**src/rtl/bfs_pkg.sv**
```systemverilog
// Package for the bounded queue with search: widths, command and status codes,
// and the request record passed to the wait estimator.
// No dependencies.
package bfs_pkg;

    // Queue geometry and field widths.
    localparam int DEPTH   = 64;
    localparam int PTR_W   = $clog2(DEPTH);
    localparam int CNT_W   = $clog2(DEPTH + 1);
    localparam int ID_W    = 16;
    localparam int CMD_W   = 3;
    localparam int STAT_W  = 2;
    localparam int CAP_W   = 7;
    localparam int MIN_W   = 8;
    localparam int WAIT_W  = 14;
    localparam int CIDX_W  = 2;
    localparam int CDATA_W = 8;

    // Dividend n + cap - 1, quotient and product widths of the wait estimator.
    localparam int DIVD_W  = CNT_W + 1;
    localparam int PROD_W  = DIVD_W + MIN_W;

    localparam logic [CNT_W-1:0]  FULL_COUNT = CNT_W'(DEPTH);
    localparam logic [WAIT_W-1:0] WAIT_MAX   = {WAIT_W{1'b1}};

    // Commands carried on the input side.
    localparam logic [CMD_W-1:0] CMD_ENQ   = 3'd0;
    localparam logic [CMD_W-1:0] CMD_DEQ   = 3'd1;
    localparam logic [CMD_W-1:0] CMD_PEEK  = 3'd2;
    localparam logic [CMD_W-1:0] CMD_FIND  = 3'd3;
    localparam logic [CMD_W-1:0] CMD_CLEAR = 3'd4;

    // Result status codes.
    localparam logic [STAT_W-1:0] STAT_OK    = 2'd0;
    localparam logic [STAT_W-1:0] STAT_FULL  = 2'd1;
    localparam logic [STAT_W-1:0] STAT_EMPTY = 2'd2;

    // Configuration register indexes.
    localparam logic [CIDX_W-1:0] REG_CAPACITY = 2'd0;
    localparam logic [CIDX_W-1:0] REG_MINUTES  = 2'd1;

    // Start request for the wait estimator.
    typedef struct packed {
        logic             start;
        logic [CNT_W-1:0] count;
        logic [CAP_W-1:0] capacity;
        logic [MIN_W-1:0] minutes;
    } wait_req_t;

    // Write request into the identifier store.
    typedef struct packed {
        logic             en;
        logic [PTR_W-1:0] addr;
        logic [ID_W-1:0]  data;
    } store_wr_t;

endpackage

```
**src/rtl/bfs_store.sv**
```systemverilog
// Identifier store: one write port and one read port with registered read data.
// Depends on bfs_pkg.
module bfs_store
    import bfs_pkg::*;
(
    input  logic             clk,
    input  store_wr_t        wr,
    input  logic             rd_en,
    input  logic [PTR_W-1:0] rd_addr,
    output logic [ID_W-1:0]  rd_data
);

    logic [ID_W-1:0] mem [DEPTH];
    logic [ID_W-1:0] rd_data_reg;

    // Write port.
    always_ff @(posedge clk)
    begin
        if (wr.en)
        begin
            mem[wr.addr] <= wr.data;
        end
    end

    // Read port: the data is registered and appears in the cycle after the address.
    always_ff @(posedge clk)
    begin
        if (rd_en)
        begin
            rd_data_reg <= mem[rd_addr];
        end
    end

    assign rd_data = rd_data_reg;

endmodule

```
**src/rtl/bfs_wait.sv**
```systemverilog
// Wait estimator: ceil(count / capacity) by a bit-serial restoring divider,
// then one multiply by the minutes per round, saturated. Depends on bfs_pkg.
module bfs_wait
    import bfs_pkg::*;
(
    input  logic              clk,
    input  logic              rst_n,
    input  wait_req_t         req,
    output logic              done,
    output logic [WAIT_W-1:0] wait_minutes
);

    localparam int STEP_W = $clog2(DIVD_W);

    localparam logic [1:0] W_IDLE = 2'd0;
    localparam logic [1:0] W_DIV  = 2'd1;
    localparam logic [1:0] W_MUL  = 2'd2;
    localparam logic [1:0] W_DONE = 2'd3;

    logic [1:0]        state_reg, state_next;
    logic [STEP_W-1:0] step_reg, step_next;
    logic [DIVD_W-1:0] dvd_reg, dvd_next;
    logic [DIVD_W-1:0] rem_reg, rem_next;
    logic [DIVD_W-1:0] quot_reg, quot_next;
    logic [CAP_W-1:0]  cap_reg, cap_next;
    logic [MIN_W-1:0]  min_reg, min_next;
    logic [PROD_W-1:0] prod_reg, prod_next;

    logic [DIVD_W-1:0] rem_sh;
    logic              rem_ge;

    // One restoring division step: shift in the next dividend bit and subtract if it fits.
    always_comb
    begin
        rem_sh = {rem_reg[DIVD_W-2:0], dvd_reg[DIVD_W-1]};
        rem_ge = (rem_sh >= DIVD_W'(cap_reg));
    end

    // Sequencer of the shared divide step and the final multiply.
    always_comb
    begin
        state_next = state_reg;
        step_next  = step_reg;
        dvd_next   = dvd_reg;
        rem_next   = rem_reg;
        quot_next  = quot_reg;
        cap_next   = cap_reg;
        min_next   = min_reg;
        prod_next  = prod_reg;
        case (state_reg)
            W_IDLE:
            begin
                if (req.start)
                begin
                    cap_next = req.capacity;
                    min_next = req.minutes;
                    if (req.count == '0 || req.capacity == '0)
                    begin
                        prod_next  = '0;
                        state_next = W_DONE;
                    end
                    else
                    begin
                        dvd_next   = DIVD_W'(req.count) + DIVD_W'(req.capacity) - DIVD_W'(1);
                        rem_next   = '0;
                        quot_next  = '0;
                        step_next  = '0;
                        state_next = W_DIV;
                    end
                end
            end
            W_DIV:
            begin
                rem_next  = rem_ge ? (rem_sh - DIVD_W'(cap_reg)) : rem_sh;
                quot_next = {quot_reg[DIVD_W-2:0], rem_ge};
                dvd_next  = {dvd_reg[DIVD_W-2:0], 1'b0};
                step_next = step_reg + STEP_W'(1);
                if (step_reg == STEP_W'(DIVD_W - 1))
                begin
                    state_next = W_MUL;
                end
            end
            W_MUL:
            begin
                prod_next  = PROD_W'(quot_reg) * PROD_W'(min_reg);
                state_next = W_DONE;
            end
            W_DONE:
            begin
                state_next = W_IDLE;
            end
            default:
            begin
                state_next = W_IDLE;
            end
        endcase
    end

    // Control state.
    always_ff @(posedge clk or negedge rst_n)
    begin
        if (!rst_n)
        begin
            state_reg <= W_IDLE;
            step_reg  <= '0;
        end
        else
        begin
            state_reg <= state_next;
            step_reg  <= step_next;
        end
    end

    // Datapath registers.
    always_ff @(posedge clk)
    begin
        dvd_reg  <= dvd_next;
        rem_reg  <= rem_next;
        quot_reg <= quot_next;
        cap_reg  <= cap_next;
        min_reg  <= min_next;
        prod_reg <= prod_next;
    end

    // Result with saturation.
    assign done         = (state_reg == W_DONE);
    assign wait_minutes = (prod_reg > PROD_W'(WAIT_MAX)) ? WAIT_MAX : prod_reg[WAIT_W-1:0];

endmodule

```
**src/rtl/bounded_fifo_with_search.sv**
```systemverilog
// Bounded queue of 64 16-bit identifiers with enqueue, dequeue, peek, find and clear.
// One item is taken at a time: s_tready is high only while the block is idle, and
// the result waits in an output register until m_tready takes it. The time from one
// accepted item to the next is set by the wait estimator, an 8-step bit-serial divider
// followed by one multiply, both skipped when the count or capacity is zero;
// dequeue and peek add a store read, and find is also set by the single read port
// of the store, which the search walks one entry per cycle.
// Depends on bfs_pkg, bfs_store and bfs_wait.
module bounded_fifo_with_search
    import bfs_pkg::*;
(
    input  logic               clk,
    input  logic               rst_n,
    // Input items.
    input  logic               s_tvalid,
    output logic               s_tready,
    input  logic [15:0]        s_tdata,    // [15:0] item_id
    input  logic [2:0]         s_tuser,    // [2:0] cmd
    // Result items.
    output logic               m_tvalid,
    input  logic               m_tready,
    output logic [47:0]        m_tdata,    // [1:0] status, [17:2] out_id, [18] found,
                                           // [25:19] position, [32:26] count,
                                           // [46:33] wait_minutes, [47] zero
    // Configuration writes.
    input  logic               cfg_valid,
    output logic               cfg_ready,
    input  logic [CIDX_W-1:0]  cfg_index,
    input  logic [CDATA_W-1:0] cfg_data
);

    localparam logic [2:0] ST_IDLE   = 3'd0;
    localparam logic [2:0] ST_FETCH  = 3'd1;
    localparam logic [2:0] ST_SEARCH = 3'd2;
    localparam logic [2:0] ST_WAIT   = 3'd3;
    localparam logic [2:0] ST_OUT    = 3'd4;

    logic [2:0]        state_reg, state_next;
    logic [PTR_W-1:0]  head_reg, head_next;
    logic [PTR_W-1:0]  tail_reg, tail_next;
    logic [CNT_W-1:0]  count_reg, count_next;
    logic [PTR_W-1:0]  scan_reg, scan_next;
    logic [CNT_W-1:0]  cidx_reg, cidx_next;
    logic [CAP_W-1:0]  capacity_reg;
    logic [MIN_W-1:0]  minutes_reg;

    logic [CMD_W-1:0]  cmd_reg, cmd_next;
    logic [ID_W-1:0]   id_reg, id_next;
    logic [STAT_W-1:0] status_reg, status_next;
    logic [ID_W-1:0]   out_id_reg, out_id_next;
    logic              found_reg, found_next;
    logic [CNT_W-1:0]  position_reg, position_next;
    logic [WAIT_W-1:0] wait_reg, wait_next;

    logic              in_acc;
    store_wr_t         st_wr;
    logic              rd_en;
    logic [PTR_W-1:0]  rd_addr;
    logic [ID_W-1:0]   rd_data;
    wait_req_t         wreq;
    logic              w_done;
    logic [WAIT_W-1:0] w_minutes;

    assign s_tready  = (state_reg == ST_IDLE);
    assign in_acc    = s_tvalid && s_tready;
    assign cfg_ready = 1'b1;

    // Store reads: the head on acceptance, the scan pointer during a search.
    assign rd_en   = in_acc || (state_reg == ST_SEARCH);
    assign rd_addr = (state_reg == ST_IDLE) ? head_reg : scan_reg;

    // Command sequencer.
    always_comb
    begin
        state_next    = state_reg;
        head_next     = head_reg;
        tail_next     = tail_reg;
        count_next    = count_reg;
        scan_next     = scan_reg;
        cidx_next     = cidx_reg;
        cmd_next      = cmd_reg;
        id_next       = id_reg;
        status_next   = status_reg;
        out_id_next   = out_id_reg;
        found_next    = found_reg;
        position_next = position_reg;
        wait_next     = wait_reg;
        st_wr.en      = 1'b0;
        st_wr.addr    = tail_reg;
        st_wr.data    = s_tdata;
        case (state_reg)
            ST_IDLE:
            begin
                if (in_acc)
                begin
                    cmd_next      = s_tuser;
                    id_next       = s_tdata;
                    status_next   = STAT_OK;
                    out_id_next   = '0;
                    found_next    = 1'b0;
                    position_next = '0;
                    state_next    = ST_WAIT;
                    case (s_tuser)
                        CMD_ENQ:
                        begin
                            if (count_reg >= FULL_COUNT)
                            begin
                                status_next = STAT_FULL;
                            end
                            else
                            begin
                                st_wr.en   = 1'b1;
                                tail_next  = tail_reg + PTR_W'(1);
                                count_next = count_reg + CNT_W'(1);
                            end
                        end
                        CMD_DEQ, CMD_PEEK:
                        begin
                            if (count_reg == '0)
                            begin
                                status_next = STAT_EMPTY;
                            end
                            else
                            begin
                                state_next = ST_FETCH;
                            end
                        end
                        CMD_FIND:
                        begin
                            if (count_reg != '0)
                            begin
                                scan_next  = head_reg + PTR_W'(1);
                                cidx_next  = '0;
                                state_next = ST_SEARCH;
                            end
                        end
                        CMD_CLEAR:
                        begin
                            head_next  = '0;
                            tail_next  = '0;
                            count_next = '0;
                        end
                        default:
                        begin
                            state_next = ST_WAIT;
                        end
                    endcase
                end
            end
            ST_FETCH:
            begin
                out_id_next = rd_data;
                if (cmd_reg == CMD_DEQ)
                begin
                    head_next  = head_reg + PTR_W'(1);
                    count_next = count_reg - CNT_W'(1);
                end
                state_next = ST_WAIT;
            end
            ST_SEARCH:
            begin
                // Compare the entry read last cycle while the next one is read.
                if (rd_data == id_reg)
                begin
                    found_next    = 1'b1;
                    position_next = cidx_reg + CNT_W'(1);
                    state_next    = ST_WAIT;
                end
                else if (cidx_reg + CNT_W'(1) == count_reg)
                begin
                    state_next = ST_WAIT;
                end
                else
                begin
                    scan_next = scan_reg + PTR_W'(1);
                    cidx_next = cidx_reg + CNT_W'(1);
                end
            end
            ST_WAIT:
            begin
                if (w_done)
                begin
                    wait_next  = w_minutes;
                    state_next = ST_OUT;
                end
            end
            ST_OUT:
            begin
                if (m_tready)
                begin
                    state_next = ST_IDLE;
                end
            end
            default:
            begin
                state_next = ST_IDLE;
            end
        endcase
    end

    // Start the estimator with the count left by the command.
    always_comb
    begin
        wreq.start    = (state_reg != ST_WAIT) && (state_next == ST_WAIT);
        wreq.count    = count_next;
        wreq.capacity = capacity_reg;
        wreq.minutes  = minutes_reg;
    end

    // Control state and configuration registers.
    always_ff @(posedge clk or negedge rst_n)
    begin
        if (!rst_n)
        begin
            state_reg    <= ST_IDLE;
            head_reg     <= '0;
            tail_reg     <= '0;
            count_reg    <= '0;
            scan_reg     <= '0;
            cidx_reg     <= '0;
            cmd_reg      <= CMD_ENQ;
            capacity_reg <= CAP_W'(10);
            minutes_reg  <= MIN_W'(5);
        end
        else
        begin
            state_reg <= state_next;
            head_reg  <= head_next;
            tail_reg  <= tail_next;
            count_reg <= count_next;
            scan_reg  <= scan_next;
            cidx_reg  <= cidx_next;
            cmd_reg   <= cmd_next;
            if (cfg_valid && cfg_ready)
            begin
                if (cfg_index == REG_CAPACITY)
                begin
                    capacity_reg <= cfg_data[CAP_W-1:0];
                end
                else if (cfg_index == REG_MINUTES)
                begin
                    minutes_reg <= cfg_data[MIN_W-1:0];
                end
            end
        end
    end

    // Payload registers.
    always_ff @(posedge clk)
    begin
        id_reg       <= id_next;
        status_reg   <= status_next;
        out_id_reg   <= out_id_next;
        found_reg    <= found_next;
        position_reg <= position_next;
        wait_reg     <= wait_next;
    end

    bfs_store u_store
    (
        .clk     (clk),
        .wr      (st_wr),
        .rd_en   (rd_en),
        .rd_addr (rd_addr),
        .rd_data (rd_data)
    );

    bfs_wait u_wait
    (
        .clk          (clk),
        .rst_n        (rst_n),
        .req          (wreq),
        .done         (w_done),
        .wait_minutes (w_minutes)
    );

    // Result item.
    assign m_tvalid = (state_reg == ST_OUT);
    assign m_tdata  = {1'b0, wait_reg, count_reg, position_reg, found_reg,
                       out_id_reg, status_reg};

    // The queue never holds more than its depth.
    a_count_bound: assert property (@(posedge clk) disable iff (!rst_n)
        count_reg <= FULL_COUNT)
        else $error("item count exceeds queue depth");

    // Input and output sides are never open together.
    a_one_at_a_time: assert property (@(posedge clk) disable iff (!rst_n)
        !(s_tready && m_tvalid))
        else $error("input accepted while a result is pending");

    // A found position lies within the queue.
    a_found_pos: assert property (@(posedge clk) disable iff (!rst_n)
        (m_tvalid && found_reg) |-> (position_reg != '0 && position_reg <= count_reg))
        else $error("found position outside the queue");

    // The estimator finishes only while the sequencer waits for it.
    a_wait_done: assert property (@(posedge clk) disable iff (!rst_n)
        w_done |-> (state_reg == ST_WAIT))
        else $error("wait estimate finished outside the wait state");

    // A full enqueue leaves the count unchanged.
    a_full_hold: assert property (@(posedge clk) disable iff (!rst_n)
        (in_acc && s_tuser == CMD_ENQ && count_reg == FULL_COUNT) |=>
        (count_reg == FULL_COUNT && status_reg == STAT_FULL))
        else $error("enqueue on a full queue changed the count");

endmodule

```
**config.mk**
```make
export PLATFORM = sky130hd
export DESIGN_NAME = bounded_fifo_with_search
export DESIGN_NICKNAME = d
export VERILOG_FILES = /design/src/rtl/bfs_pkg.sv /design/src/rtl/bfs_store.sv /design/src/rtl/bfs_wait.sv /design/src/rtl/bounded_fifo_with_search.sv
export SDC_FILE = /design/constraint.sdc
export NUM_CORES = 2
export LEC_CHECK = 0
export BUFFER_PORTS_ARGS = -buffer_cell sky130_fd_sc_hd__buf_2
export CAP_MARGIN = 20
export CORE_ASPECT_RATIO = 2
export CORE_MARGIN = 2
export CORE_UTILIZATION = 59
export CTS_BUF_LIST = sky130_fd_sc_hd__clkbuf_8
export CTS_CLUSTER_DIAMETER = 80
export CTS_CLUSTER_SIZE = 28
export DETAILED_ROUTE_END_ITERATION = 10
export PLACE_DENSITY = 0.79
export SYNTH_ARGS = -nofsm -noshare
export SYNTH_HDL_FRONTEND = slang
export SYNTH_SLANG_ARGS = --single-unit
```
**constraint.sdc**
```tcl
create_clock -name clk -period 4.4 [get_ports clk]
set_clock_uncertainty 0.15 [all_clocks]
set_input_delay 0.88 -clock clk [delete_from_list [all_inputs] [get_ports clk]]
set_output_delay 0.88 -clock clk [all_outputs]
set_load 0.03 [all_outputs]
```
==> run metrics <==
failing checks=negative setup slack; CTS Hold Bufs=0; Final Max Slew Viols=0; Cell variety after synth=72; sequential fraction of the synthesis area=71.1%; Die Height=418 µm; antenna-violating nets left=0; max reg flops=1024; crit path kind=reg -> reg; power per cell area=665 nW/µm²; first-pass GRT wire length=175000 µm; Max Freq=0.217 GHz; CTS Sinks=1208; Detail Placement HPWL=74800 µm; Clock transition at path regs=0.16 ns; final setup margin=-0.202 ns; arrival time worst endpoint=5.08 ns; synthesized cell area=50600 µm²; area taken by multi-input logic gates=13700 µm²; vias in the first global route=28400; core area=85400 µm²; Root Buffer=clkbuf_8; ratio of cells with drive above 1 in the final layout=15.7%; RSZ-0062 raised after global routing=yes; largest register by flop count=u_store.mem; # fillers=5832; reg-to-reg slack, setup=-0.20 ns; final-report setup violation count=3; number of synthesized flops with an enable pin=1150; required time of the worst setup path=4.87 ns; synthesized flop and latch total=1208; IO Pins=85; Total Wirelength=117000 µm; Clock Tree Buf Depth=3; drt pass-1 iters=7; P_leak=0.0192 µW; chip width=211 µm; ys async rst share=4.80%; ys flop type=edfxtp_1; crit path max fanout=3; Area growth, synth to finish=7.98%; max-cap violations=0; Placed Cells=4566; Slew HR=30.4%; Setup crit start kind=register; Synth Area per Inst=15.0 µm²; Via density=6.38; Post-Syn Instances=3374; pin count of the biggest net entering global routing=68; Fin. Hold Viols=0; synthesized net count=3515; die area=88300 µm²; Worst Hold Class=in -> async; all-layer global routing usage=26.8%; 1st-iter DRT viols=4119; total CTS buffers=49; initial antenna violation count=3; via count=29600; status=finished with violations; post-route DRC violation count=0; grt total ovfl=0; H-tree Lvls=2; CTS tree=built; Final period util=105%; min cycle time layout=4.60 ns; Ys Warns=0; Routed wire per std cell=25.3 µm; endpoint type of the worst setup path=register; nets=3687; Reg area=36000 µm²; input/output buffers=82; GP Congestion=0.996; Initial Util=59.3%; Place WS=-0.270 ns; FP Rows=152; Least-Margin Pin Slew=1.04 ns; Cell Count, Final, Fillers Out=4635; clock latency on the worst-skew pair=0.78 ns; Max rail drop VDD=0.736 mV; setup_tns=-0.215 ns
==> through the flow <==
step / power, µW / utilization [%] / hold slack (ns) / area, µm²
after global placement: 31000 / 62.9 / 0.280 / 53700
after global routing: 38300 / 64.0 / 0.0834 / 54700
after floorplan: 25200 / - / 0.269 / 50700
final: 36400 / 64.0 / 0.0589 / 54700
after detailed placement: 31400 / 62.9 / 0.283 / 53700
after CTS: 35600 / 63.8 / 0.0245 / 54500
==> critical path: stages, from the launching register on <==
cell      delay [ns]
edfxtp_1        0.43
and2_4          0.16
fa_1            0.56
inv_2           0.05
fa_1            0.49
inv_1           0.05
fa_1            0.48
inv_1           0.05
fa_1            0.49
inv_2           0.05
ha_4            0.26
inv_2           0.03
a21o_1          0.17
a21o_1          0.20
a21oi_2         0.20
nor3_2          0.06
or4_1           0.47
a21boi_1        0.13
==> cell families (layout without fill, tap and decap cells) <==
group / Yosys count / in the layout / share of synthesized area, %
compound gates: 352 / 352 / 4.76
xor+xnor: 47 / 47 / 0.840
fa+ha+maj: 107 / 107 / 3.21
buf+inv: 297 / 478 / 2.33
flops: 1208 / 1208 / 71.1
mux: 211 / 211 / 7.36
other cells: 2 / 4 / 0.0148
simple gates: 1150 / 1150 / 10.4
==> cells in the final DEF (no fill, tap or decap), types with 21 or more instances in the layout <==
cell      Yosys  final
buf_2        22     83
a21oi_1      26     21
o21ai_0      56     53
xor2_1       30     30
fa_1         38     35
dfrtp_1      54     54
mux4_2      128    128
or3_1        21     21
a311oi_1     64     64
nand3_1     152    152
buf_4         9    195
edfxtp_1   1150   1150
and2_1       72     66
and3_1       90     90
o22ai_1      68     68
nor2_1      100    100
buf_12        0     27
ha_1         69     63
clkbuf_8      0     50
inv_1       104    106
nand2_1     611    609
a31oi_1      67     67
mux2i_1      72     69
==> path summary, 6_finish.rpt <==
kind	start	endpoint	depth (start not counted)
min in group clk	m_tready	state_reg[2]	2
max	u_wait.min_reg[2]	u_wait.prod_reg[15]	17
max reg2reg	u_wait.min_reg[2]	u_wait.prod_reg[15]	17
min reg2reg	capacity_reg[6]	u_wait.cap_reg[6]	0
max in group asynchronous	rst_n	scan_reg[4]	2
min	rst_n	u_wait.step_reg[1]	1
==> layer usage <==
layer	GRT usage [%]	part of all wire (%)	up-vias
met5	0	0.010	-
met1	38.1	38	14800
met2	42.3	48	1625
met3	3.49	9.4	212
li1	-	-	13000
met4	11.3	4.7	2
==> report_power, final <==
group | total [µW] | switching [µW] | internal, µW | leakage [µW]
combinational | 18300 | 10700 | 7570 | 0.00769
sequential | 13900 | 460 | 13500 | 0.0111
clock | 4150 | 3090 | 1060 | 0.000417
==> area by class of cell <==
| type | instances | share of cell area (%) |
|---|---|---|
| Multi-Input combinational cell | 1869 | 25.0 |
| Clock inverter | 10 | 0.128 |
| Tap cell | 1078 | 2.47 |
| Antenna cell | 2 | 0.00915 |
| Timing Repair Buffer | 311 | 4.55 |
| Inverter | 107 | 0.741 |
| Clock buffer | 50 | 1.26 |
| Sequential cell | 1208 | 65.8 |
==> synth_stat cells, drive strengths merged (6+ instances only) <==
library cell / instances / area, µm²
nand2: 611 / 2290
nor3: 21 / 105
buf: 52 / 257
mux2: 11 / 124
mux4: 128 / 2880
a311oi: 64 / 561
a21o: 12 / 90.1
o21ai: 57 / 289
or4: 20 / 150
a21oi: 27 / 139
nor4: 6 / 37.5
clkbuf: 138 / 518
nor2: 100 / 375
or3: 21 / 131
nand4: 7 / 43.8
dfrtp: 54 / 1350
mux2i: 72 / 721
and2: 72 / 450
nand3: 152 / 761
xor2: 30 / 263
and3: 90 / 563
nor2b: 13 / 81.3
a31oi: 67 / 419
a211oi: 9 / 67.6
edfxtp: 1150 / 34500
nor3b: 8 / 60.1
fa: 38 / 761
nand2b: 7 / 43.8
ha: 69 / 863
o22ai: 68 / 425
xnor2: 16 / 140
inv: 105 / 397
nand3b: 7 / 52.6
==> repair_timing <==
action / CTS / global route
resized for setup: 10 / 30
setup buffers: 1 / 4
pin swaps: 5 / 19
setup endpoints to repair: 5 / 7
Note: power is estimated with default switching activity, not from simulation.
